<file path="src/gis_pkg.sv">
// Types, codes and constants of the gripper-and-roller intake sequencer.
// Used by every module of the block; depends on nothing.
package gis_pkg;

  typedef enum logic [6:0] {
    PH_IDLE    = 7'b0000001,
    PH_SEEK    = 7'b0000010,
    PH_CHEW    = 7'b0000100,
    PH_DIGEST  = 7'b0001000,
    PH_RELEASE = 7'b0010000,
    PH_POST    = 7'b0100000,
    PH_MANUAL  = 7'b1000000
  } phase_t;

  typedef enum logic [1:0] {
    RM_INTAKING = 2'd0,
    RM_INDEXING = 2'd1,
    RM_HOLDING  = 2'd2,
    RM_STOP     = 2'd3
  } rmode_t;

  // Codes reported in pickup_state.
  localparam logic [2:0] PSTATE_IDLE    = 3'd0;
  localparam logic [2:0] PSTATE_SEEK    = 3'd1;
  localparam logic [2:0] PSTATE_CHEW    = 3'd2;
  localparam logic [2:0] PSTATE_DIGEST  = 3'd3;
  localparam logic [2:0] PSTATE_RELEASE = 3'd4;
  localparam logic [2:0] PSTATE_POST    = 3'd5;
  localparam logic [2:0] PSTATE_MANUAL  = 3'd6;

  localparam logic OP_TICK   = 1'b0;
  localparam logic OP_MANUAL = 1'b1;

  localparam logic [1:0] FLASH_NONE  = 2'd0;
  localparam logic [1:0] FLASH_SHORT = 2'd1;
  localparam logic [1:0] FLASH_LONG  = 2'd2;

  localparam logic signed [7:0] DRIVE_FULL = -8'sd100;
  localparam logic signed [7:0] DRIVE_HALF = -8'sd50;
  localparam logic signed [7:0] DRIVE_HOLD = -8'sd10;
  localparam logic signed [7:0] DRIVE_OFF  = 8'sd0;
  localparam logic [6:0] CAP_HIGH = 7'd100;
  localparam logic [6:0] CAP_LOW  = 7'd10;

  // Register indexes, taken from paddr[4:2].
  localparam logic [2:0] REG_SEEK_LEVEL  = 3'd0;
  localparam logic [2:0] REG_JAM_LEVEL   = 3'd1;
  localparam logic [2:0] REG_BOOST_LEVEL = 3'd2;
  localparam logic [2:0] REG_CHEW_TIME   = 3'd3;
  localparam logic [2:0] REG_RELEASE_TIME = 3'd4;
  localparam logic [2:0] REG_RETURN_TIME = 3'd5;

  localparam logic [10:0] SEEK_LEVEL_RST   = 11'd300;
  localparam logic [10:0] JAM_LEVEL_RST    = 11'd90;
  localparam logic [10:0] BOOST_LEVEL_RST  = 11'd50;
  localparam logic [15:0] CHEW_TIME_RST    = 16'd500;
  localparam logic [15:0] RELEASE_TIME_RST = 16'd100;
  localparam logic [15:0] RETURN_TIME_RST  = 16'd3000;

  typedef struct packed {
    logic [10:0] seek_current_level;
    logic [10:0] jam_current_level;
    logic [10:0] boost_current_level;
    logic [15:0] chew_time_ms;
    logic [15:0] release_time_ms;
    logic [15:0] return_timeout_ms;
  } gis_cfg_t;

  typedef struct packed {
    logic        op;
    logic [31:0] now_ms;
    logic [10:0] right_current;
    logic [10:0] left_current;
    logic        switch_top_left;
    logic        switch_top_right;
    logic        switch_bottom;
    logic        seek_request;
    logic        auto_release_request;
    logic        manual_release_request;
  } gis_in_t;

  typedef struct packed {
    logic [2:0]        pickup_state;
    logic              grip_close_valve;
    logic              grip_open_valve;
    logic              lower_valve;
    logic signed [7:0] roller_drive;
    logic [6:0]        roller_current_cap;
    logic [1:0]        flash_request;
    logic              lights_off_request;
    logic              item_aligned;
  } gis_out_t;

  typedef struct packed {
    phase_t            phase;
    rmode_t            rmode;
    logic [31:0]       mark_time;
    logic              grab_valve;
    logic              release_valve;
    logic              lower_pos;
    logic signed [7:0] drive;
    logic [6:0]        cap;
  } gis_state_t;

  localparam gis_state_t STATE_RST = '{
    phase:         PH_IDLE,
    rmode:         RM_HOLDING,
    mark_time:     32'd0,
    grab_valve:    1'b0,
    release_valve: 1'b0,
    lower_pos:     1'b0,
    drive:         DRIVE_OFF,
    cap:           CAP_HIGH
  };

  function automatic logic [2:0] phase_code(phase_t ph);
    logic [2:0] code;
    unique case (ph)
      PH_IDLE:    code = PSTATE_IDLE;
      PH_SEEK:    code = PSTATE_SEEK;
      PH_CHEW:    code = PSTATE_CHEW;
      PH_DIGEST:  code = PSTATE_DIGEST;
      PH_RELEASE: code = PSTATE_RELEASE;
      PH_POST:    code = PSTATE_POST;
      PH_MANUAL:  code = PSTATE_MANUAL;
      default:    code = PSTATE_IDLE;
    endcase
    return code;
  endfunction

endpackage

</file>
<file path="src/gear_intake_sequencer.sv">
// Top level of the gripper-and-roller intake sequencer.
// Depends on gis_pkg, gis_cfg_regs, gis_step and gis_out_buf.
//
// One tick word is accepted per clock cycle while in_stall is low, and its result
// word is registered in the output buffer. The sequencer state (phase, roller mode,
// time mark and held valve and roller commands) is updated at the acceptance
// edge by a single pass of compare and select logic, so consecutive words
// follow each other with no gap. Results go through a two-entry buffer, so a
// word is still taken while one result waits; in_stall rises only when both
// entries are occupied. Elapsed times are taken modulo 2^32. The user must write
// registers via the APB-style port while the block is idle; it is not enforced.
module gear_intake_sequencer
  import gis_pkg::*;
(
  input  logic        clk,
  input  logic        rst_n,
  input  logic        in_valid,
  output logic        in_stall,
  input  gis_in_t     in_data,
  output logic        out_valid,
  input  logic        out_stall,
  output gis_out_t    out_data,
  input  logic        psel,
  input  logic        penable,
  input  logic        pwrite,
  input  logic [4:0]  paddr,
  input  logic [31:0] pwdata,
  output logic [31:0] prdata,
  output logic        pready
);

  gis_cfg_t   cfg;
  gis_state_t state_r;
  gis_state_t state_nxt;
  gis_out_t   result;
  logic       in_accept;
  logic       buf_full;

  assign in_stall  = buf_full;
  assign in_accept = in_valid && !buf_full;

  gis_cfg_regs u_cfg (
    .clk     (clk),
    .rst_n   (rst_n),
    .psel    (psel),
    .penable (penable),
    .pwrite  (pwrite),
    .paddr   (paddr),
    .pwdata  (pwdata),
    .prdata  (prdata),
    .pready  (pready),
    .cfg     (cfg)
  );

  gis_step u_step (
    .cfg     (cfg),
    .in_word (in_data),
    .st      (state_r),
    .st_nxt  (state_nxt),
    .res     (result)
  );

  always_ff @(posedge clk) begin
    if (!rst_n) begin
      state_r <= STATE_RST;
    end else if (in_accept) begin
      state_r <= state_nxt;
    end
  end

  gis_out_buf u_out (
    .clk       (clk),
    .rst_n     (rst_n),
    .push      (in_accept),
    .push_data (result),
    .full      (buf_full),
    .out_valid (out_valid),
    .out_stall (out_stall),
    .out_data  (out_data)
  );

endmodule

</file>
<file path="src/gis_cfg_regs.sv">
// Threshold and timing registers of the intake sequencer behind an APB-style port.
// Depends on gis_pkg for the register indexes, reset values and gis_cfg_t.
module gis_cfg_regs
  import gis_pkg::*;
(
  input  logic        clk,
  input  logic        rst_n,
  input  logic        psel,
  input  logic        penable,
  input  logic        pwrite,
  input  logic [4:0]  paddr,
  input  logic [31:0] pwdata,
  output logic [31:0] prdata,
  output logic        pready,
  output gis_cfg_t    cfg
);

  gis_cfg_t   cfg_r;
  logic [2:0] reg_idx;

  assign reg_idx = paddr[4:2];
  assign pready  = 1'b1;
  assign cfg     = cfg_r;

  always_ff @(posedge clk) begin
    if (!rst_n) begin
      cfg_r.seek_current_level  <= SEEK_LEVEL_RST;
      cfg_r.jam_current_level   <= JAM_LEVEL_RST;
      cfg_r.boost_current_level <= BOOST_LEVEL_RST;
      cfg_r.chew_time_ms        <= CHEW_TIME_RST;
      cfg_r.release_time_ms     <= RELEASE_TIME_RST;
      cfg_r.return_timeout_ms   <= RETURN_TIME_RST;
    end else if (psel && penable && pwrite) begin
      unique case (reg_idx)
        REG_SEEK_LEVEL:   cfg_r.seek_current_level  <= pwdata[10:0];
        REG_JAM_LEVEL:    cfg_r.jam_current_level   <= pwdata[10:0];
        REG_BOOST_LEVEL:  cfg_r.boost_current_level <= pwdata[10:0];
        REG_CHEW_TIME:    cfg_r.chew_time_ms        <= pwdata[15:0];
        REG_RELEASE_TIME: cfg_r.release_time_ms     <= pwdata[15:0];
        REG_RETURN_TIME:  cfg_r.return_timeout_ms   <= pwdata[15:0];
        default: ;
      endcase
    end
  end

  always_comb begin
    unique case (reg_idx)
      REG_SEEK_LEVEL:   prdata = {21'd0, cfg_r.seek_current_level};
      REG_JAM_LEVEL:    prdata = {21'd0, cfg_r.jam_current_level};
      REG_BOOST_LEVEL:  prdata = {21'd0, cfg_r.boost_current_level};
      REG_CHEW_TIME:    prdata = {16'd0, cfg_r.chew_time_ms};
      REG_RELEASE_TIME: prdata = {16'd0, cfg_r.release_time_ms};
      REG_RETURN_TIME:  prdata = {16'd0, cfg_r.return_timeout_ms};
      default:          prdata = 32'd0;
    endcase
  end

endmodule

</file>
<file path="src/gis_step.sv">
// Next-state and result logic of the intake sequencer for one tick word.
// Depends on gis_pkg for the phase, roller mode, state and payload types.
module gis_step
  import gis_pkg::*;
(
  input  gis_cfg_t   cfg,
  input  gis_in_t    in_word,
  input  gis_state_t st,
  output gis_state_t st_nxt,
  output gis_out_t   res
);

  logic        aligned;
  logic [31:0] elapsed;
  logic        seek_hit;
  logic        jam_hit;
  logic        boost_hit;
  logic        chew_done;
  logic        release_done;
  logic        return_done;
  gis_state_t  nx;
  logic [1:0]  flash;
  logic        lights_off;

  // Drive and current limit follow the roller mode; stopping keeps the limit.
  function automatic gis_state_t set_rollers(gis_state_t s, rmode_t m, logic full);
    gis_state_t t;
    t = s;
    t.rmode = m;
    case (m)
      RM_INTAKING: begin
        t.drive = full ? DRIVE_FULL : DRIVE_HALF;
        t.cap   = CAP_HIGH;
      end
      RM_INDEXING: begin
        t.drive = DRIVE_FULL;
        t.cap   = CAP_LOW;
      end
      RM_HOLDING: begin
        t.drive = DRIVE_HOLD;
        t.cap   = CAP_LOW;
      end
      default: t.drive = DRIVE_OFF;
    endcase
    return t;
  endfunction

  // Lowering the intake always clears both gripper valves as well.
  function automatic gis_state_t lower_intake(gis_state_t s);
    gis_state_t t;
    t = s;
    t.lower_pos     = 1'b1;
    t.grab_valve    = 1'b0;
    t.release_valve = 1'b0;
    return t;
  endfunction

  assign aligned = ~(in_word.switch_top_left & in_word.switch_top_right &
                     in_word.switch_bottom);
  assign elapsed = in_word.now_ms - st.mark_time;

  assign seek_hit  = (in_word.right_current >= cfg.seek_current_level) ||
                     (in_word.left_current >= cfg.seek_current_level);
  assign jam_hit   = (in_word.right_current >= cfg.jam_current_level) ||
                     (in_word.left_current >= cfg.jam_current_level);
  assign boost_hit = (in_word.right_current > cfg.boost_current_level) &&
                     (in_word.left_current > cfg.boost_current_level);

  assign chew_done    = elapsed >= {16'd0, cfg.chew_time_ms};
  assign release_done = elapsed >= {16'd0, cfg.release_time_ms};
  assign return_done  = elapsed >= {16'd0, cfg.return_timeout_ms};

  always_comb begin
    nx         = st;
    flash      = FLASH_NONE;
    lights_off = 1'b0;
    if (in_word.op == OP_MANUAL) begin
      nx.phase = PH_MANUAL;
    end else begin
      if (nx.rmode == RM_INDEXING && aligned) begin
        nx = set_rollers(nx, RM_HOLDING, boost_hit);
      end
      unique case (st.phase)
        PH_IDLE: begin
          nx = lower_intake(nx);
          nx = set_rollers(nx, RM_STOP, boost_hit);
          if (in_word.seek_request) nx.phase = PH_SEEK;
        end
        PH_SEEK: begin
          nx = set_rollers(nx, RM_INTAKING, boost_hit);
          nx = lower_intake(nx);
          lights_off = 1'b1;
          if (seek_hit) begin
            nx.mark_time = in_word.now_ms;
            nx.phase     = PH_CHEW;
          end else if (!in_word.seek_request) begin
            nx.phase = PH_IDLE;
          end
        end
        PH_CHEW: begin
          nx = set_rollers(nx, RM_INDEXING, boost_hit);
          if (chew_done) begin
            nx       = set_rollers(nx, RM_STOP, boost_hit);
            flash    = jam_hit ? FLASH_SHORT : FLASH_LONG;
            nx.phase = PH_DIGEST;
          end
        end
        PH_DIGEST: begin
          nx = set_rollers(nx, RM_HOLDING, boost_hit);
          nx.lower_pos = 1'b0;
          if ((aligned && in_word.auto_release_request) ||
              in_word.manual_release_request) begin
            nx.mark_time = in_word.now_ms;
            flash        = FLASH_SHORT;
            nx.phase     = PH_RELEASE;
          end
        end
        PH_RELEASE: begin
          nx = set_rollers(nx, RM_STOP, boost_hit);
          nx = lower_intake(nx);
          nx.grab_valve    = 1'b1;
          nx.release_valve = 1'b1;
          if (release_done) nx.phase = PH_POST;
        end
        PH_POST: begin
          // An expired return timeout overrides a new seek request.
          if (in_word.seek_request) nx.phase = PH_SEEK;
          if (return_done) nx.phase = PH_IDLE;
        end
        PH_MANUAL: begin
          if (in_word.seek_request) nx.phase = PH_SEEK;
          if (in_word.auto_release_request || in_word.manual_release_request) begin
            nx.phase = PH_DIGEST;
          end
        end
        default: nx.phase = PH_IDLE;
      endcase
    end
  end

  assign st_nxt = nx;

  always_comb begin
    res.pickup_state       = phase_code(nx.phase);
    res.grip_close_valve   = nx.grab_valve;
    res.grip_open_valve    = nx.release_valve;
    res.lower_valve        = nx.lower_pos;
    res.roller_drive       = nx.drive;
    res.roller_current_cap = nx.cap;
    res.flash_request      = flash;
    res.lights_off_request = lights_off;
    res.item_aligned       = aligned;
  end

endmodule

</file>
<file path="src/gis_out_buf.sv">
// Two-entry result buffer: an output register backed by a skid register.
// Depends on gis_pkg for the result word type gis_out_t.
module gis_out_buf
  import gis_pkg::*;
(
  input  logic     clk,
  input  logic     rst_n,
  input  logic     push,
  input  gis_out_t push_data,
  output logic     full,
  output logic     out_valid,
  input  logic     out_stall,
  output gis_out_t out_data
);

  logic     main_valid_r;
  gis_out_t main_data_r;
  logic     skid_valid_r;
  gis_out_t skid_data_r;
  logic     pop;

  assign pop       = main_valid_r && !out_stall;
  assign full      = skid_valid_r;
  assign out_valid = main_valid_r;
  assign out_data  = main_data_r;

  always_ff @(posedge clk) begin
    if (!rst_n) begin
      main_valid_r <= 1'b0;
      skid_valid_r <= 1'b0;
    end else if (skid_valid_r) begin
      // No word can arrive while the skid entry is occupied.
      if (pop) begin
        skid_valid_r <= 1'b0;
      end
    end else if (!main_valid_r || pop) begin
      main_valid_r <= push;
    end else if (push) begin
      skid_valid_r <= 1'b1;
    end
  end

  always_ff @(posedge clk) begin
    if (skid_valid_r) begin
      if (pop) main_data_r <= skid_data_r;
    end else if (!main_valid_r || pop) begin
      main_data_r <= push_data;
    end else if (push) begin
      skid_data_r <= push_data;
    end
  end

endmodule

</file>
<file path="config.mk">
export PLATFORM = sky130hd
export DESIGN_NAME = gear_intake_sequencer
export DESIGN_NICKNAME = d
export VERILOG_FILES = /design/src/gis_pkg.sv /design/src/gear_intake_sequencer.sv /design/src/gis_cfg_regs.sv /design/src/gis_step.sv /design/src/gis_out_buf.sv
export SDC_FILE = /design/constraint.sdc
export NUM_CORES = 1
export LEC_CHECK = 0
export BUFFER_PORTS_ARGS = -buffer_cell sky130_fd_sc_hd__buf_4
export CORE_UTILIZATION = 55
export CTS_BUF_LIST = sky130_fd_sc_hd__clkbuf_8
export DETAILED_ROUTE_END_ITERATION = 16
export HOLD_SLACK_MARGIN = 0.02
export PLACE_DENSITY = 0.76
export SYNTH_ARGS = -nofsm -noshare
export SYNTH_HDL_FRONTEND = slang
export SYNTH_SLANG_ARGS = --single-unit
export TNS_END_PERCENT = 100
</file>
<file path="constraint.sdc">
create_clock -name clk -period 12.15 [get_ports clk]
set_input_delay 1.215 -clock clk [delete_from_list [all_inputs] [get_ports clk]]
set_output_delay 1.215 -clock clk [all_outputs]
set_load 0.01 [all_outputs]
</file>
# [After elaboration in Yosys (flattened, before gate mapping)]
# Cells that the tools add are included.
[word_totals] reg_bits=192 latchBits=0 ram_bits=0 rom_bits=0 inputBits=105 output_inout_bits=60 word_cells=131 mem_count=0
[classes] add_sub_neg=1 mul=0 div_mod_pow=0 n_lt_le_gt_ge=9 eq_ne=20 shift=0 muxes=32 bitwise_logic=6 reduce_logical=29
[ops] op="$pmux W52 S5" count=1
[ops] op="$ge A32 B16 Y1" count=3
[ops] op="$pmux W16 S6" count=1
[ops] op="$mux W25" count=3
[ops] op="$mux W32" count=2
[ops] op="$mux W7" count=9
[ops] op="$mux W59" count=1
[ops] op="$mux W52" count=1
[ops] op="$pmux W7 S7" count=1
[ops] op="$ge A11 B11 Y1" count=4
[ops] op="$sub A32 B32 Y32" count=1
[ops] op="$gt A11 B11 Y1" count=2
[ops] op="$mux W18" count=1
[ops] op="$pmux W3 S6" count=1
[ops] op="$reduce_and A2 Y1" count=9
[ops] op="$eq A7 B2 Y1 const B" count=2
[ops] op="$eq A7 B3 Y1 const B" count=2
[ops] op="$eq A7 B4 Y1 const B" count=2
[ops] op="$eq A7 B5 Y1 const B" count=2
[ops] op="$eq A7 B6 Y1 const B" count=2
[ops] op="$eq A7 B7 Y1 const B" count=2
[ops] op="$eq A7 B1 Y1 const B" count=1
[ops] op="$logic_and A1 B1 Y1" count=7
[ops] op="$mux W1" count=7
[ops] op="other kinds (15)" count=30

# [Longest topological paths before layout]
[logic_depth] depth_word=12 ltp_mapped=22 depth_no_buf=21

# [Hierarchy]
# Synthesis repeated with hierarchy kept, for this count alone.
[hier_totals] hier_cells=1642 area_unflattened_um2=14446.4
[modules_own_cells] module="gis_step" n_inst=1 cells_per_inst=874 area_per_inst_um2=6172.2 seq_area_each_um2=0.0
[modules_own_cells] module="gis_cfg_regs" n_inst=1 cells_per_inst=422 area_per_inst_um2=3900.0 seq_area_each_um2=1621.6
[modules_own_cells] module="gear_intake_sequencer" n_inst=1 cells_per_inst=257 area_per_inst_um2=2437.3 seq_area_each_um2=1181.1
[modules_own_cells] module="gis_out_buf" n_inst=1 cells_per_inst=89 area_per_inst_um2=1936.9 seq_area_each_um2=1541.5

# [Worst setup path after synthesis]
# No wires, ideal clock.
[synth_path] path_type="input-to-reg" start="in in_data[28] (netlist bit)" end="reg u_out.main_data_r (netlist bit u_out.out_data[22]), data pin" setup_ps=260 arrival_ps=4739 t_required_ps=11890 setup_slack_ps=7151 path_stages=19 path_buffers=0 cell_sequence="inv_1 -> ha_1 -> fa_1 -> nand2b_1 -> a21oi_2 -> o21a_1 -> a21oi_1 -> xnor2_1 -> ha_1 -> and4_1 -> a221o_1 -> a31oi_1 -> o21a_1 -> o21ba_2 -> nand4_1 -> o21a_1 -> o21ai_1 -> o211ai_1 -> mux2_2"
[synth_rtl] item="from (decl)" line_no="gear_intake_sequencer.sv:19" rtl="input gis_in_t in_data,"
[synth_rtl] item="to (signal assigned)" line_no="gis_out_buf.sv:45" rtl="if (pop) main_data_r <= skid_data_r;"
[synth_rtl] item="to (signal assigned)" line_no="gis_out_buf.sv:47" rtl="main_data_r <= push_data;"
[synth_rtl] item="to (decl)" line_no="gis_out_buf.sv:17" rtl="gis_out_t main_data_r;"

==> impl_metrics.py <==
metrics = {
    "finish": {
        "area_delta_synth_final_pct": 11.6,
        "fin_cells": 2027,
        "layout.filler_cells": 2131,
        "diodes": 0,
        "seq_area_um2": 4340,
        "fin_util_pct": 62.8,
        "multiInputGateArea_um2": 8080,
        "drive_gt1_share_pct": 13.0,
        "nets": 1946,
    },
    "yosys": {
        "synth_top_area_share_pct": 21.4,
        "syn_avg_cell_area_um2": 8.23,
        "syn_inst": 1611,
        "synth_area_leader_cell": "dfxtp_1",
        "yosys_warnings": 0,
        "yosysSeqAreaShare_pct": 32.8,
        "syn-cell-area_um2": 13300,
        "synth_cell_type_count": 80,
        "synth_area_leaders": "dfxtp_1 (21%), ha_1 (14%), edfxtp_1 (11%), nand2_1 (6.5%), a21oi_1 (4.8%)",
        "ys_ff_latch": 192,
        "synth_most_common_cell": "nand2_1",
        "ys.flop_type": "dfxtp_1",
        "async_flop_share_pct": 0,
        "synth-edff-count": 50,
        "synth_common_cells": "nand2_1 (228), ha_1 (145), dfxtp_1 (142), inv_1 (130), a21oi_1 (126)",
    },
    "worst_setup_path": {
        "reg2reg_depth": 19,
        "timing.rr.start": "state_r[18]",
        "path_delay_family": "compound AO/OA/AOI/OAI gates",
        "path_class": "primary input to register",
        "crit_fanout": 7,
        "cpMostUsedCell": "ha_1",
        "worstPathRequired_ns": 12.51,
        "cp_slowest_cell": "a2111oi_0",
        "crit_end": "u_out.out_data[24]",
        "cp-start-kind": "primary input",
        "critPathBufInv": 2,
        "startpoint": "in_data[28]",
        "endpoint_kind": "register",
        "regToRegEndpoint": "u_out.out_data[24]",
        "path_depth": 21,
        "crit_chain": "buf_4, inv_1, ha_1, fa_1, nand2b_1, a21oi_2, o211ai_1, nand2_1, nor2_1, xnor2_1, ha_1, a2111oi_0, and2_1, o21ai_0, a21bo_2, o21ba_2, o21a_1, nor3_1, o311ai_1, nand4_1, mux2_2",
        "slowest_delay_ns": 0.72,
        "critPathArrivalTime_ns": 5.95,
        "rrSetupSlack_ns": 7.08,
    },
    "cts": {
        "cts_tree": "yes",
        "cts_hold_buf": 0,
        "htreeDepth": 4,
        "numCtsBuffers": 17,
        "cts.sinks": 192,
        "post-cts-setup-buffers": 0,
        "cts_buffer_depth": 2,
        "cts.repair.resized": 0,
        "clkTransAtPathRegs_ns": 0.11,
        "cts_root_buf": "clkbuf_8",
        "clk_latency_ns": 0.49,
    },
    "floorplanning": {
        "coreArea_um2": 23500,
        "rows": 56,
        "start_util_pct": 56.3,
        "die-area_um2": 24700,
        "die_width_um": 157,
        "ios": 165,
        "die_h_um": 157,
    },
    "routing": {
        "drtIter0Drc": 805,
        "ant_nets": 0,
        "vias": 11857,
        "drt-total-wl_mm": 34.1,
        "wl_per_cell_um": 16.8,
        "via_per_inst": 5.85,
        "drc_errors": 0,
        "drt_first_pass_iters": 8,
    },
    "sta": {
        "period_minus_slack_ns": 5.59,
        "timing_hold_violations_final": 0,
        "setup_slack_ns": 6.56,
        "tns_ns": 0,
        "setup_viol": 0,
        "final.setup_skew_ns": 0.0238,
        "slew_headroom_pct": 24.6,
        "rsz0062_at_grt": "false",
        "finalMaxSlewViolations": 0,
        "fin_crit_sh_pct": 46.0,
        "tightest_slew_ns": 1.13,
        "fmax_mhz": 179,
    },
    "placement": {
        "placed_cells": 1995,
        "dp_slack_ns": 6.15,
        "hpwlAfterDp_mm": 26.0,
        "place_congestion": 0.935,
        "io_buffers": 129,
    },
    "power_and_ir_drop": {
        "power_density_nw_per_um2": 96.9,
        "peakVddDrop_mv": 0.0673,
        "leakage_nw": 5.96,
    },
    "run": {
        "maxCapViolCount": 0,
    },
    "hold_path": {
        "min-delay-start": "state_r[7]",
        "holdCritPathClass": "register to register",
    },
    "global_route": {
        "overflow": 0,
        "grt_start_max_net_pins": 67,
        "grt_pass1_wl_mm": 55.5,
        "grt_util_all_layers_pct": 28.3,
        "antenna_found_initial": 0,
        "grt_pass1_vias": 11154,
    },
    "run_status": {
        "run_status": "finished, final reports clean",
    },
}
## registers in the layout, summed over array words and instances (netlist names)
signal and count:
state_r 59, u_out.skid_data_r 25, u_out.full 1, u_out.out_valid 1, u_out.out_data 25, u_cfg.cfg 81
## layout by cell type, fill, tap and decap left out, types with 16 or more instances in the layout
| cell | count |
|---|---|
| nand3_1 | 30 |
| a21oi_1 | 126 |
| nand2b_1 | 16 |
| mux2_2 | 19 |
| buf_4 | 139 |
| nor2_1 | 123 |
| nand4_1 | 25 |
| inv_1 | 129 |
| o21a_1 | 27 |
| nand2_1 | 228 |
| o211ai_1 | 36 |
| conb_1 | 17 |
| dfxtp_1 | 142 |
| clkbuf_8 | 17 |
| nor3_1 | 31 |
| o21ai_0 | 73 |
| a21o_1 | 22 |
| edfxtp_1 | 50 |
| mux2i_1 | 62 |
| ha_1 | 145 |
## worst min path at each step
| stage | end | slack, ns | cells after the start |
|---|---|---|---|
| 2_1_floorplan | state_r[7] | 0.41 | 2 |
| 3_3_place_gp | state_r[7] | 0.41 | 2 |
| 3_5_place_dp | state_r[7] | 0.42 | 2 |
| 4_1_cts | state_r[7] | 0.44 | 2 |
| 5_1_grt | state_r[4] | 0.47 | 2 |
| 6_report | state_r[7] | 0.43 | 2 |
## through the flow
stage               power, mW  cell area (um^2)  hold WS (ns)
CTS                      1.44             14800         0.435
global placement        0.988             14400         0.412
detailed placement      0.994             14400         0.420
floorplan               0.891             13300         0.405
finish                   1.43             14800         0.433
global route             1.50             14800         0.470
## routing by layer
layer  global-route usage [%]  routed length, um
met5                        0                  0
met4                     9.80                852
met3                     3.28               1470
met2                     46.1              15700
met1                     38.8              16100
## power breakdown
group          switching, mW  leakage [nW]  internal, mW
registers            0.00895          1.65         0.677
clock network          0.285         0.210         0.164
logic                  0.176          4.10         0.122
## cells by family (layout without fill, tap and decap cells)
group / count (synthesis) / count (layout) / share of synthesized area (%)
AO/OA/AOI/OAI: 418 / 418 / 20.4
other: 2 / 17 / 0.0566
flip-flops: 192 / 192 / 32.8
multiplexers: 83 / 83 / 6.54
XOR/XNOR: 20 / 20 / 1.32
AND/OR/NAND/NOR: 530 / 530 / 18.3
adder cells (fa/ha/maj): 146 / 146 / 13.8
buffers and inverters: 220 / 302 / 6.84
## worst register-to-register path, delay by kind of cell (launching register included)
family / cells / cell delay, ns
compound gates: 8 / 2.09
xor+xnor: 1 / 0.39
simple gates: 6 / 1.00
mux: 1 / 0.17
flops: 1 / 0.33
fa+ha+maj: 3 / 0.94
## area by class of cell
type,count,share of cell area [%]
Multi-Input combinational cell,1214,54.6
Sequential cell,192,29.4
Timing Repair Buffer,139,7.05
Inverter,131,3.32
Tap cell,319,2.70
Clock buffer,17,1.58
Clock inverter,15,1.34
(Power assumes the default switching activity.)
